[config.mk]
export PLATFORM = sky130hd
export DESIGN_NAME = q2e_queue
export DESIGN_NICKNAME = d
export VERILOG_FILES = /design/src/design/q2e_pkg.sv /design/src/design/q2e_queue.sv
export SDC_FILE = /design/constraint.sdc
export NUM_CORES = 1
export LEC_CHECK = 0
export BUFFER_PORTS_ARGS = -buffer_cell sky130_fd_sc_hd__buf_2
export CAP_MARGIN = 10
export CORE_ASPECT_RATIO = 0.9
export CORE_MARGIN = 2
export CORE_UTILIZATION = 35
export CTS_CLUSTER_DIAMETER = 150
export DETAILED_ROUTE_END_ITERATION = 10
export HOLD_SLACK_MARGIN = 0.03
export PLACE_DENSITY = 0.64
export SKIP_CTS_REPAIR_TIMING = 1
export SKIP_LAST_GASP = 1
export SYNTH_ARGS = -nofsm -noshare
export SYNTH_HDL_FRONTEND = slang
export SYNTH_SLANG_ARGS = --single-unit
[constraint.sdc]
create_clock -name i_clk -period 11.4 [get_ports i_clk]
set_input_delay 0 -clock i_clk [delete_from_list [all_inputs] [get_ports i_clk]]
set_output_delay 0 -clock i_clk [all_outputs]
set_load 0.01 [all_outputs]
[src/design/q2e_pkg.sv]
// shared types, constants and the arctangent table for the quaternion to euler unit
package q2e_pkg;

    localparam int QDEPTH = 4;
    localparam int QAW    = 2;

    typedef logic signed [33:0] t_val;

    typedef struct packed {
        t_val        yaw_y;
        t_val        yaw_x;
        t_val        roll_y;
        t_val        roll_x;
        t_val        num;
        logic [32:0] norm;
    } t_entry;

    typedef enum logic [2:0] {
        ST_IDLE,
        ST_DIV,
        ST_SQMUL,
        ST_SQRT,
        ST_CLOAD,
        ST_CORD,
        ST_CONV1,
        ST_CONV2
    } t_state;

    localparam logic signed [33:0] PI_Q30      = 34'sd3373259426;
    localparam logic signed [33:0] HALF_PI_Q30 = 34'sd1686629713;
    localparam logic signed [28:0] DEG_FACTOR  = 29'sd240315917;
    localparam int                 MAX_STEPS   = 24;
    localparam logic [4:0]         DIV_LAST    = 5'd29;
    localparam logic [4:0]         SQRT_LAST   = 5'd30;

    function automatic logic [29:0] atan_q30(input logic [4:0] idx);
        logic [29:0] v;
        case (idx)
            5'd0:    v = 30'd843314857;
            5'd1:    v = 30'd497837829;
            5'd2:    v = 30'd263043837;
            5'd3:    v = 30'd133525159;
            5'd4:    v = 30'd67021687;
            5'd5:    v = 30'd33543516;
            5'd6:    v = 30'd16775852;
            5'd7:    v = 30'd8388437;
            5'd8:    v = 30'd4194283;
            5'd9:    v = 30'd2097149;
            5'd10:   v = 30'd1048576;
            5'd11:   v = 30'd524288;
            5'd12:   v = 30'd262144;
            5'd13:   v = 30'd131072;
            5'd14:   v = 30'd65536;
            5'd15:   v = 30'd32768;
            5'd16:   v = 30'd16384;
            5'd17:   v = 30'd8192;
            5'd18:   v = 30'd4096;
            5'd19:   v = 30'd2048;
            5'd20:   v = 30'd1024;
            5'd21:   v = 30'd512;
            5'd22:   v = 30'd256;
            5'd23:   v = 30'd128;
            default: v = 30'd0;
        endcase
        return v;
    endfunction

endpackage

[src/design/q2e_queue.sv]
// short queue of prepared operands between front and back
module q2e_queue (
    input  logic                  i_clk,
    input  logic                  i_rst_n,
    input  logic                  i_push,
    input  q2e_pkg::t_entry       i_entry,
    input  logic                  i_pop,
    output q2e_pkg::t_entry       o_entry,
    output logic                  o_empty,
    output logic [q2e_pkg::QAW:0] o_count
);
    import q2e_pkg::*;

    t_entry           r_mem [QDEPTH];
    logic [QAW-1:0]   r_wp, r_rp;
    logic [QAW:0]     r_cnt;

    assign o_entry = r_mem[r_rp];
    assign o_empty = r_cnt == '0;
    assign o_count = r_cnt;

    always_ff @(posedge i_clk) begin
        if (!i_rst_n) begin
            r_wp  <= '0;
            r_rp  <= '0;
            r_cnt <= '0;
        end else begin
            if (i_push) r_wp <= r_wp + 1'b1;
            if (i_pop)  r_rp <= r_rp + 1'b1;
            r_cnt <= r_cnt + (QAW+1)'(i_push) - (QAW+1)'(i_pop);
        end
    end

    always_ff @(posedge i_clk) begin
        if (i_push) r_mem[r_wp] <= i_entry;
    end

endmodule

==> results.sh <==
export IMPL_cts_num_sinks=821
export IMPL_synth_distinct_cells=19
export IMPL_synthCells=1103
export IMPL_slew_headroom_pct=31.19
export IMPL_max_cap_violations=0
export IMPL_setup_tns_ps=0
export IMPL_core_area_um2=84290
export IMPL_num_io_pins=414
export IMPL_clkSlewWorstSetupHoldPaths_ps=60
export IMPL_holdPathEnd="r_mem[0][68]"
export IMPL_timing_critical_path_mode_cell="buf_4"
export IMPL_critPathKind="register to primary output"
export IMPL_synth_seq_cells=821
export IMPL_avgSynthCellArea_um2=26.97
export IMPL_worstPathMaxFanout=44
export IMPL_arrival_ps=3860
export IMPL_insertion_delay_ps=620
export IMPL_vias_per_cell=4.675
export IMPL_crit_reg2reg_launch="r_wp[0]"
export IMPL_post_route_util_pct=44.96
export IMPL_final_nets=1996
export IMPL_grt_first_pass_wirelength_um=87760
export IMPL_wl_per_cell_um=20.32
export IMPL_start_util_pct=35.29
export IMPL_hp_start="i_entry[68]"
export IMPL_drc=0
export IMPL_rows=101
export IMPL_hold_depth=2
export IMPL_clockBufferDepth=3
export IMPL_power_total_uw=6911
export IMPL_final_cells=2986
export IMPL_gp_congestion=0.7512
export IMPL_via_count=13960
export IMPL_p_leak_uw=0.01272
export IMPL_critPathMaxStageDelay_ps=870
export IMPL_finalCriticalPeriod_ps=3861
export IMPL_die_y_um=280.6
export IMPL_r2r_slack_ps=8230
export IMPL_grt_use_total_pct=13.31
export IMPL_fp_dieW_um=311.3
export IMPL_crit_required_ps=11400
export IMPL_min_path_type="input port to register"
export IMPL_yosys_warnings=0
export IMPL_grtUsageMet1_pct=17.21
export IMPL_reg2reg_to="r_mem[2][46]"
export IMPL_syn_area_um2=29750
export IMPL_ir_drop_mv=0.1415
export IMPL_endpoint_kind="primary output"
export IMPL_busiest_layer="met2"
export IMPL_cts_inserted_buffers=85
export IMPL_hold_viol_final=0
export IMPL_cts_tree="yes"
export IMPL_drive_above_1_share_pct=40.90
export IMPL_dp_hpwl_um=35840
export IMPL_ys_seq_area_share_pct=82.58
export IMPL_rsz0062_at_grt="no"
export IMPL_use_met3_pct=4.316
export IMPL_grt_pass1_vias=14145
export IMPL_portBuffers=413
export IMPL_firstDrtPassIters=5
export IMPL_slowest_stage="dfxtp_4"
export IMPL_drt_iter0_markers=1046
export IMPL_crit_chain="buf_4, buf_4, mux4_2, buf_2"
export IMPL_finalSetupViolCount=0
export IMPL_dieArea_um2=87340
export IMPL_cp_start_kind="register"
export IMPL_antenna_found_initial=4
export IMPL_finalCritPeriodShare_pct=33.87
export IMPL_r2r_cells=5
export IMPL_status="finished clean"
export IMPL_htree_num_levels=3
export IMPL_ant_nets=0
export IMPL_clock_fmax_ghz=0.2590
export IMPL_synth_nets=1317
export IMPL_critPathTopFamily="buffers and inverters"
export IMPL_totalWireLength_um=60670
export IMPL_cts_root_buf="clkbuf_16"
export IMPL_grt_overflow=0
export IMPL_tightest_slew_ps=1032
export IMPL_area_growth_pct=27.41
export IMPL_path_buf_inv=3
export IMPL_dpl_cell_count=2621
export IMPL_finClkSkew_ps=25.66
export IMPL_grt_max_degree=93
export IMPL_final_max_slew_violation_count=0
export IMPL_power_density_nw_per_um2=182.4
export IMPL_use_met2_pct=21.50
## cells in the final DEF (no fill, tap or decap), types with 2 or more instances in the layout
cell type      instances
dfxtp_1                7
ha_1                   6
clkbuf_16             88
and2_1                 2
buf_4                 17
diode_2                2
nor2_1                 5
clkinv_1              19
xnor2_1                2
clkinv_2               7
bufinv_16              9
dlygate4sd3_1        207
dfxtp_4                2
and2_4                 4
clkbuf_1              21
inv_1                  7
buf_2                413
clkinvlp_4             2
inv_6                  5
edfxtp_1             812
mux4_2               203
clkbuf_8               2
## kinds of logic after synthesis
family | count (synthesis) | synth area share (%)
xor+xnor | 3 | 0.1388
compound gates | 2 | 0.05046
simple gates | 13 | 0.2314
mux | 204 | 15.40
buf+inv | 53 | 1.279
flops | 821 | 82.58
fa+ha+maj | 7 | 0.3197
## final cells by class
cell class                      count  area, um2
Fill cell                        7139      46390
Sequential cell                   821      24570
Multi-Input combinational cell    229       4812
Timing Repair Buffer              638       4287
Clock buffer                      111       2308
Tap cell                         1133       1418
Clock inverter                     45      471.7
Inverter                            7      26.28
Antenna cell                        2      5.005
## state kept, by name, summed over array words and instances, names as in the netlist, named ones only
name / cells
r_mem: 812
o_count: 3
r_rp: 2
r_wp: 2
## report_power, final
part	total, uW	internal (uW)	switching [uW]
clock network	2730	1630	1090
registers	3520	3470	44.1
logic	665	318	347
## Yosys cell counts (all sizes together)
master	count	share of area, %
nand3b	1	0.025
fa	1	0.067
a21oi	1	0.017
ha	6	0.25
xor3	1	0.080
inv	7	0.088
nor2	5	0.063
mux4	203	15
buf	42	1.1
a21bo	1	0.034
mux2i	1	0.034
edfxtp	812	82
and2	6	0.13
xnor2	2	0.059
dfxtp	9	0.61
clkbuf	4	0.050
nor3	1	0.017
## layer usage
layer / up-vias / share of wire, %
li1: 6166 / -
met1: 7317 / 42
met2: 381 / 49
met3: 92 / 6.6
met4: 4 / 2.0
met5: - / 0.035
## how the worst max path moves through the flow
stage                   from           end  cells past startpoint
finish              register  o_entry[180]                      4
global placement    register   o_entry[77]                      4
detailed placement  register   o_entry[77]                      4
floorplan            r_wp[0]   r_mem[0][0]                      3
global route        register  o_entry[180]                      4
CTS                 register   o_entry[77]                      4
## metrics by stage
| stage | instance area [um2] | setup WS [ps] | hold slack, ps |
|---|---|---|---|
| floorplan | 29750 | 5654 | 98.87 |
| global placement | 33040 | 8005 | 209.5 |
| detailed placement | 33040 | 7979 | 216.6 |
| CTS | 35820 | 7273 | -474.4 |
| global route | 37900 | 7093 | 85.72 |
| finish | 37900 | 7539 | 129.9 |
(Power assumes the default switching activity.)
